## src/rtl/tidm_pkg.sv

```systemverilog
`timescale 1ns / 1ps
`default_nettype none

package tidm_pkg;

    typedef enum logic {
        OP_ASSIGN = 1'b0,
        OP_LOOKUP = 1'b1
    } t_op;

    typedef enum logic [2:0] {
        ST_OK     = 3'd0,
        ST_RANGE  = 3'd1,
        ST_IN_USE = 3'd2,
        ST_DUP    = 3'd3,
        ST_NONE   = 3'd4,
        ST_MULTI  = 3'd5
    } t_status;

    // saturating match count carried along the row
    localparam logic [1:0] CNT_NONE = 2'd0;
    localparam logic [1:0] CNT_ONE  = 2'd1;
    localparam logic [1:0] CNT_MANY = 2'd2;

    localparam int FIELD_BITS = 8;

    typedef struct packed {
        t_op                   op;
        logic [FIELD_BITS-1:0] local_id;
        logic [FIELD_BITS-1:0] owner_id;
        logic [FIELD_BITS-1:0] slot;
    } t_req;

    typedef struct packed {
        t_status    status;
        logic [3:0] slot_out;
    } t_rsp;

    // control part of the match token handed from cell to cell
    typedef struct packed {
        logic       valid;
        t_op        op;
        logic       in_use;
        logic [1:0] count;
    } t_ctl;

endpackage

`default_nettype wire

```

## src/rtl/tidm_cell.sv

```systemverilog
`timescale 1ns / 1ps
`default_nettype none

module tidm_cell #(
    parameter int INDEX = 0,
    parameter int IDX_W = 4,
    parameter int KW    = 16
) (
    input  wire logic                          i_clk,
    input  wire logic                          i_rst_n,
    input  wire tidm_pkg::t_ctl                i_ctl,
    input  wire logic [KW-1:0]                 i_key,
    input  wire logic [tidm_pkg::FIELD_BITS-1:0] i_slot,
    input  wire logic [IDX_W-1:0]              i_where,
    output tidm_pkg::t_ctl                     o_ctl,
    output logic [KW-1:0]                      o_key,
    output logic [tidm_pkg::FIELD_BITS-1:0]    o_slot,
    output logic [IDX_W-1:0]                   o_where,
    input  wire logic                          i_wr_en,
    input  wire logic [IDX_W-1:0]              i_wr_slot,
    input  wire logic [KW-1:0]                 i_wr_key
);
    import tidm_pkg::*;

    logic                  r_valid;
    logic [KW-1:0]         r_key;
    t_ctl                  r_ctl;
    t_ctl                  n_ctl;
    logic [KW-1:0]         r_tkey;
    logic [FIELD_BITS-1:0] r_tslot;
    logic [IDX_W-1:0]      r_where;
    logic [IDX_W-1:0]      n_where;
    logic                  hit;
    logic                  mine;

    assign hit  = r_valid && (r_key == i_key);
    assign mine = (i_slot == FIELD_BITS'(INDEX));

    always_comb begin
        n_ctl   = i_ctl;
        n_where = i_where;
        if (hit) begin
            n_ctl.count = (i_ctl.count == CNT_NONE) ? CNT_ONE : CNT_MANY;
            n_where     = IDX_W'(INDEX);
        end
        if (i_ctl.op == OP_ASSIGN && mine && r_valid) begin
            n_ctl.in_use = 1'b1;
        end
    end

    always_ff @(posedge i_clk) begin
        if (!i_rst_n) begin
            r_valid <= 1'b0;
            r_ctl   <= '0;
        end else begin
            r_ctl <= n_ctl;
            if (i_wr_en && i_wr_slot == IDX_W'(INDEX)) begin
                r_valid <= 1'b1;
            end
        end
    end

    always_ff @(posedge i_clk) begin
        r_tkey  <= i_key;
        r_tslot <= i_slot;
        r_where <= n_where;
        if (i_wr_en && i_wr_slot == IDX_W'(INDEX)) begin
            r_key <= i_wr_key;
        end
    end

    assign o_ctl   = r_ctl;
    assign o_key   = r_tkey;
    assign o_slot  = r_tslot;
    assign o_where = r_where;

endmodule

`default_nettype wire

```

## src/rtl/thread_id_map_table_top.sv

```systemverilog
`timescale 1ns / 1ps
`default_nettype none

// Thread id map table. Each slot is a cell in a row; an item's key walks the
// row one cell per clock, collecting the match count, the last matching slot
// and whether the target slot is taken. Each cell registers the item in turn,
// and the result register and o_done follow the last cell. busy is set when
// an item is accepted and cleared as it leaves the last cell, so a new item
// can start in the strobe cycle but not while one is in the row. Assign writes the key
// into its slot at the edge that registers the result. The result is flagged
// by o_done, high for a single cycle, and must be taken then; o_rsp holds it
// until the next result is registered. Reset clears every slot's valid bit at once.
module thread_id_map_table_top #(
    parameter int SLOTS   = 16,
    parameter int ID_BITS = 8
) (
    input  wire logic           i_clk,
    input  wire logic           i_rst_n,
    input  wire logic           start,
    output logic                busy,
    input  wire tidm_pkg::t_req i_req,
    output logic                o_done,
    output tidm_pkg::t_rsp      o_rsp
);
    import tidm_pkg::*;

    localparam int IDX_W = $clog2(SLOTS);
    localparam int KB    = (ID_BITS < FIELD_BITS) ? ID_BITS : FIELD_BITS;
    localparam int KW    = 2 * KB;
    localparam logic [FIELD_BITS:0] SLOT_LIM = (FIELD_BITS + 1)'(SLOTS);

    t_ctl                  tok_ctl   [SLOTS+1];
    logic [KW-1:0]         tok_key   [SLOTS+1];
    logic [FIELD_BITS-1:0] tok_slot  [SLOTS+1];
    logic [IDX_W-1:0]      tok_where [SLOTS+1];

    logic                  r_busy;
    logic                  r_done;
    t_rsp                  r_rsp;
    t_rsp                  n_rsp;
    logic                  wr_en;
    logic [IDX_W-1:0]      res;
    logic [IDX_W+3:0]      res_ext;
    t_ctl                  last;

    always_comb begin
        tok_ctl[0].valid  = start && !r_busy;
        tok_ctl[0].op     = i_req.op;
        tok_ctl[0].in_use = 1'b0;
        tok_ctl[0].count  = CNT_NONE;
    end
    assign tok_key[0]   = {i_req.owner_id[KB-1:0], i_req.local_id[KB-1:0]};
    assign tok_slot[0]  = i_req.slot;
    assign tok_where[0] = '0;

    for (genvar g = 0; g < SLOTS; g++) begin : g_cell
        tidm_cell #(
            .INDEX (g),
            .IDX_W (IDX_W),
            .KW    (KW)
        ) u_cell (
            .i_clk     (i_clk),
            .i_rst_n   (i_rst_n),
            .i_ctl     (tok_ctl[g]),
            .i_key     (tok_key[g]),
            .i_slot    (tok_slot[g]),
            .i_where   (tok_where[g]),
            .o_ctl     (tok_ctl[g+1]),
            .o_key     (tok_key[g+1]),
            .o_slot    (tok_slot[g+1]),
            .o_where   (tok_where[g+1]),
            .i_wr_en   (wr_en),
            .i_wr_slot (tok_slot[SLOTS][IDX_W-1:0]),
            .i_wr_key  (tok_key[SLOTS])
        );
    end

    assign last = tok_ctl[SLOTS];

    always_comb begin
        wr_en        = 1'b0;
        res          = '0;
        n_rsp.status = ST_OK;
        if (last.op == OP_ASSIGN) begin
            if ({1'b0, tok_slot[SLOTS]} >= SLOT_LIM) begin
                n_rsp.status = ST_RANGE;
            end else if (last.in_use) begin
                n_rsp.status = ST_IN_USE;
            end else if (last.count != CNT_NONE) begin
                n_rsp.status = ST_DUP;
            end else begin
                wr_en = last.valid;
                res   = tok_slot[SLOTS][IDX_W-1:0];
            end
        end else begin
            if (last.count == CNT_NONE) begin
                n_rsp.status = ST_NONE;
            end else if (last.count == CNT_MANY) begin
                n_rsp.status = ST_MULTI;
            end else begin
                res = tok_where[SLOTS];
            end
        end
        res_ext        = {4'b0000, res};
        n_rsp.slot_out = res_ext[3:0];
    end

    always_ff @(posedge i_clk) begin
        if (!i_rst_n) begin
            r_busy <= 1'b0;
            r_done <= 1'b0;
        end else begin
            r_done <= last.valid;
            if (last.valid) begin
                r_busy <= 1'b0;
            end else if (start && !r_busy) begin
                r_busy <= 1'b1;
            end
        end
    end

    always_ff @(posedge i_clk) begin
        if (last.valid) begin
            r_rsp <= n_rsp;
        end
    end

    assign busy   = r_busy;
    assign o_done = r_done;
    assign o_rsp  = r_rsp;

endmodule

`default_nettype wire

```

## config.mk

```make
export PLATFORM = sky130hd
export DESIGN_NAME = thread_id_map_table_top
export DESIGN_NICKNAME = d
export VERILOG_FILES = /design/src/rtl/tidm_pkg.sv /design/src/rtl/tidm_cell.sv /design/src/rtl/thread_id_map_table_top.sv
export SDC_FILE = /design/constraint.sdc
export NUM_CORES = 1
export LEC_CHECK = 0
export ABC_AREA = 1
export BUFFER_PORTS_ARGS = -buffer_cell sky130_fd_sc_hd__buf_4
export CORE_ASPECT_RATIO = 1.5
export CORE_MARGIN = 2
export CORE_UTILIZATION = 55
export DETAILED_ROUTE_END_ITERATION = 10
export PLACE_DENSITY = 0.71
export SYNTH_ARGS = -nofsm -noshare
export SYNTH_HDL_FRONTEND = slang
export SYNTH_HIERARCHICAL = 1
export SYNTH_SLANG_ARGS = --single-unit
```

## constraint.sdc

```tcl
create_clock -name i_clk -period 3.7 [get_ports i_clk]
set_clock_uncertainty 0.05 [all_clocks]
set_input_delay 0.185 -clock i_clk [delete_from_list [all_inputs] [get_ports i_clk]]
set_output_delay 0.185 -clock i_clk [all_outputs]
set_load 0.02 [all_outputs]
```

======== Word-level counts from Yosys, hierarchy flattened ========
Index checks and enable logic that the tools add are counted.
storage, ports and cells
  register bits after elaboration ......... 794
  input port bits ......................... 28
  output and inout port bits .............. 9
  logic and storage cells ................. 362
operators by class
  $lt $le $gt $ge ......................... 1
  equality and inequality tests ........... 47
  multiplexer cells ....................... 64
  bitwise gates (word level) .............. 17
  reductions and logical operators ........ 86
operators by type and width
  operator                                                                number
  16-bit == test                                                          16
  2-bit 2-to-1 mux                                                        33
  1-bit logical AND                                                       65
  8-bit by 4-bit == test with 1-bit output (second input constant)        8
  4-bit == test (second input constant)                                   8
  8-bit by 3-bit == test with 1-bit output (second input constant)        4
  2-bit logical NOT                                                       16
  4-bit 2-to-1 mux                                                        6
  1-bit 2-to-1 mux                                                        22
  1-bit inverter                                                          17
  4-bit by 3-bit == test with 1-bit output (second input constant)        4
  8-bit by 2-bit == test with 1-bit output (second input constant)        2
  3-bit 2-to-1 mux                                                        3
  4-bit by 2-bit == test with 1-bit output (second input constant)        2
  8-bit by 1-bit == test with 1-bit output (second input constant)        1
  8-bit by 5-bit >= comparator with 1-bit output (second input constant)  1
  8-bit logical NOT                                                       1
  4-bit by 1-bit == test with 1-bit output (second input constant)        1
  4-bit logical NOT                                                       1
  2-bit == test (second input constant)                                   1
  2-bit nonzero test                                                      1
  2-bit OR reduction                                                      1
  1-bit logical NOT                                                       1

======== Logic depth before layout (Yosys ltp) ========
  depth after elaboration ................. 6
  mapped depth ............................ 10
  depth with buffers taken out ............ 10

======== Cells and area by module ========
The synthesis kept the hierarchy.
by module, submodules not included
  module                              times used  cells each  area each (um2)  seq. area each (um2)
  tidm_cell at g_cell[10].u_cell ...  4           155         1632.8           1161.1
  tidm_cell at g_cell[12].u_cell ...  3           154         1630.3           1161.1
  tidm_cell at g_cell[11].u_cell ...  2           156         1641.6           1161.1
  tidm_cell at g_cell[13].u_cell ...  2           155         1635.3           1161.1
  tidm_cell at g_cell[1].u_cell ...   2           154         1634.1           1161.1
  tidm_cell at g_cell[15].u_cell      1           156         1642.8           1161.1
  tidm_cell at g_cell[3].u_cell       1           155         1642.8           1161.1
  tidm_cell at g_cell[0].u_cell       1           153         1629.1           1161.1
  thread_id_map_table_top             1           55          474.2            250.2

======== Worst setup path before layout ========
Ideal clock, no wire load.
  path kind ............................... register to register
  start point ............................. reg g_cell[15].u_cell.r_ctl, in the netlist g_cell[15].u_cell/o_ctl[0]
  end point ............................... reg g_cell[3].u_cell.r_key[0] (enable)
  library setup time ...................... 433 ps
  arrival ................................. 2785 ps
  required time ........................... 3217 ps
  setup slack ............................. 432 ps
  stages on the path, launching flop included .. 8
  buffers on the path ..................... 0
  clock period less this slack ............ 3268 ps
  cell sequence ........................... dfxtp_1 nor2_4 nand2_4 inv_2 nand2_1 nor2_2 inv_1 nor4_1
between the ends
  longest elaborated chain between the ends .. 6
ends and longest elaborated chain
  what                    line                           text
  start, declared         tidm_cell.sv:27                t_ctl r_ctl;
  start signal, assigned  tidm_cell.sv:56                r_ctl <= n_ctl;
  2-bit nonzero test      thread_id_map_table_top.sv:89  end else if (last.count != CNT_NONE) begin
  1-bit 2-to-1 mux        thread_id_map_table_top.sv:89
  1-bit 2-to-1 mux        thread_id_map_table_top.sv:87  end else if (last.in_use) begin
  1-bit 2-to-1 mux        thread_id_map_table_top.sv:85  if ({1'b0, tok_slot[SLOTS]} >= SLOT_LIM) begin
  1-bit 2-to-1 mux        thread_id_map_table_top.sv:84  if (last.op == OP_ASSIGN) begin
  via wr_en               thread_id_map_table_top.sv:41  logic wr_en;
  1-bit logical AND       tidm_cell.sv:67                if (i_wr_en && i_wr_slot == IDX_W'(INDEX)) begin
  end signal, assigned    tidm_cell.sv:68                r_key <= i_wr_key;
  end, declared           tidm_cell.sv:26                logic [KW-1:0] r_key;
The timed path passes the listed nets, and every way through them passes these cells.
A chain may end at the register's enable or synchronous reset.

======== Worst setup path in the final report ========
  start point ............................. reg g_cell[15].u_cell.r_ctl, in the netlist g_cell[15].u_cell/o_ctl[0]
  end point ............................... reg g_cell[13].u_cell.r_key[0] (enable)
between the ends
  longest elaborated chain between the ends .. 6
ends and longest elaborated chain
  what                  line
  2-bit nonzero test    thread_id_map_table_top.sv:89
  1-bit 2-to-1 mux      thread_id_map_table_top.sv:89
  1-bit 2-to-1 mux      thread_id_map_table_top.sv:87
  1-bit 2-to-1 mux      thread_id_map_table_top.sv:85
  1-bit 2-to-1 mux      thread_id_map_table_top.sv:84
  via wr_en             thread_id_map_table_top.sv:41
  1-bit logical AND     tidm_cell.sv:67
  end signal, assigned  tidm_cell.sv:68
  end, declared         tidm_cell.sv:26
The timed path passes the listed nets, and every way through them passes these cells.

==> flow_summary.ini <==
[outcome]
outcome = completed

[place]
port_buffers = 36
pre_cts_ws_ps = 1220
post-dp-hpwl_mm = 31.2
gp_congestion = 0.769
placed_cells = 3188

[clocking]
path_clk_slew_ps = 60
clk-insertion-delay-late_ps = 580
tritoncts = built
postCtsSetupBuffers = 0
cts_htree_levels = 3
cts.sinks = 809
clockBufferDepth = 3
cts_made_buffers = 70
cts-root-buf = clkbuf_16

[global_routing]
grt.overflow.total = 0
grt_util_all_layers_pct = 18.2
grt_pass1_wl_mm = 72.0
grt_start_max_net_pins = 68
grt_pass1_vias = 15900
antenna_found_initial = 0

[die]
start_util_pct = 55.8
die_w_microns = 184
die-area_sq_um = 50200
ios = 37
row_count = 98
fp.dieH_microns = 274
coreArea_sq_um = 47700

[drt]
drtAntennaViolNets = 0
wl_per_cell_microns = 13.2
vias_per_cell = 4.63
drtIter0Drc = 603
dr_total_vias = 15400
first_pass_iters = 4
routed_wl_mm = 44.2
drc_errors = 0

[sta]
rsz0062_at_grt = no
setup_ws_ps = 1150
slew_headroom_pct = 44.6
setup_tns_ps = 0
hold_viol = 0
fmax_ghz = 0.392
finalCritPeriodShare_pct = 68.9
worst_slew_pin_slew_ps = 830
drv_slew = 0
min_period_ps = 2550
setup_viol_count_final = 0

[cells_and_area]
regArea_sq_um = 18800
fin_nets = 2714
final_cell_mix = 643 x nand2_1, 546 x dfxtp_1, 468 x inv_1
final_common_cell = nand2_1
diodes = 0
areaGrowthSynthToFinish_pct = 14.0
multi_input_area_sq_um = 6070
drive_gt1_share_pct = 12.1
fin_cells = 3339
nFillCells = 3577

[logic_synthesis]
yosys_warnings = 6
async_flop_share_pct = 0
syn-instance-count = 2531
ys_seq_elements = 809
synth-main-ff-cell = dfxtp_1
yosys.cell_types.count = 24
synth-seq-area-share_pct = 70.7
synth-edff-count = 263
syn_area_per_cell_sq_um = 10.5
syn_area_sq_um = 26600

[setup_path]
reg2reg_to = g_cell[13].u_cell/r_key[0]$_DFFE_PP_
r2r_start = g_cell[15].u_cell/o_ctl[0]$_SDFF_PN0_
crit_start = g_cell[15].u_cell/o_ctl[0]$_SDFF_PN0_
path_class = flip-flop to flip-flop
path_max_fanout = 16
crit_chain = nor2_4, nand2_4, inv_2, nand2_1, nor2_2, nand4_1, inv_1
required_ps = 3860
critPathArrivalTime_ps = 2710
critical_path_buf_inv_count = 2
cp.depth = 7
cpLargestDelayFamily = simple AND/OR/NAND/NOR gates
slowest_stage = nor2_2
crit_path_start_kind = flip-flop
cp-endpoint = g_cell[13].u_cell/r_key[0]$_DFFE_PP_
reg2regPathDepth = 7
r2r_slack_ps = 1150
cp_slowest_stage_delay_ps = 610
end_kind = flip-flop

[power]
powerDensity_nw_per_um2 = 563
p_seq_share_pct = 56.3
swShare_pct = 19.8
p_int_mw = 13.7
p_sw_mw = 3.39
peakVddDrop_mv = 0.387
leakagePower_nw = 13.8
p_comb_share_pct = 2.2
pwr-share-clk_pct = 41.5

[hold_path]
hold_path_class = input port to flip-flop

[run]
cap_violations = 0
-- worst min-delay path, cell delays in order --
cell	delay [ps]
buf_4	320
nand2_1	140
inv_1	30
-- per-stage QoR --
stage | total power, mW | hold WS [ps] | utilization (%) | cell area [sq um]
global route | 17.7 | 149 | 63.7 | 30400
floorplan | 10.0 | 163 | - | 26700
CTS | 17.2 | 111 | 63.7 | 30400
detailed placement | 10.2 | 251 | 58.4 | 27900
finish | 17.1 | 103 | 63.7 | 30400
global placement | 10.1 | 250 | 58.4 | 27900
-- state kept, by name, summed over array words and instances (netlist names) --
name and flops:
g_cell.u_cell/r_valid 16, g_cell.u_cell/o_ctl 80, g_cell.u_cell/o_slot 128, g_cell.u_cell/r_key 256
o_done 1, o_rsp 7, g_cell.u_cell/o_where 64, g_cell.u_cell/o_key 256
busy 1
-- worst min-delay path by stage --
stage	start	endpoint	cells past startpoint
6_report	i_rst_n	g_cell[14].u_cell/o_ctl[4]$_SDFF_PN0_	3
2_1_floorplan	i_req[16]	g_cell[0].u_cell/o_key[0]$_DFF_P_	0
4_1_cts	i_rst_n	g_cell[9].u_cell/o_ctl[4]$_SDFF_PN0_	3
5_1_grt	i_rst_n	g_cell[14].u_cell/o_ctl[4]$_SDFF_PN0_	3
3_3_place_gp	i_req[5]	g_cell[0].u_cell/o_slot[5]$_DFF_P_	1
3_5_place_dp	i_req[3]	g_cell[0].u_cell/o_slot[3]$_DFF_P_	1
-- per-layer routing --
metal  wire [microns]  GRT usage (%)
met3             1230           2.83
met5                0              0
met4             1730           8.95
met1            15500           16.6
met2            25700           37.6
-- power groups by stage --
stage / clock (mW) / combinational (mW) / sequential (mW)
finish: 7.10 / 0.371 / 9.63
global placement: 0 / 0.336 / 9.80
detailed placement: 0 / 0.351 / 9.82
global route: 7.63 / 0.428 / 9.66
CTS: 7.24 / 0.377 / 9.63
floorplan: 0 / 0.253 / 9.74
-- synth_stat cells, types with 21 or more instances --
cell type | number | area [sq um]
nand2_1 | 643 | 2410
xnor2_1 | 80 | 701
nor2_4 | 33 | 372
inv_1 | 468 | 1760
nor2_1 | 260 | 976
inv_2 | 21 | 78.8
or2_2 | 32 | 200
nor4_1 | 26 | 163
edfxtp_1 | 263 | 7900
dfxtp_1 | 546 | 10900
nor2_2 | 44 | 275
nand3_1 | 33 | 165
-- what timing repair did --
action	in CTS	in global routing
hold buffers	26	0
resized for setup	0	0
endpoints found under the hold margin	28	0
-- area by class of cell --
cell class	instances	share of cell area (%)
clock buffers	103	6.75
repair buffers	75	2.07
multi-input cells	1241	20.0
clock inverters	22	0.684
well taps	600	2.47
flip-flops and latches	809	62.0
inverters	489	6.04
-- cell families (layout without fill, tap and decap cells) --
| logic type | after synthesis | after routing | share of synthesized area [%] |
|---|---|---|---|
| and+or+nand+nor | 1133 | 1133 | 19.4 |
| DFF | 809 | 809 | 70.7 |
| buffers and inverters | 489 | 689 | 6.89 |
| xor gates and xnor gates | 80 | 80 | 2.63 |
| AOI/OAI and AO/OA | 19 | 19 | 0.418 |
| other | 1 | 9 | 0.0141 |
Power figures use the tool's default switching activity.
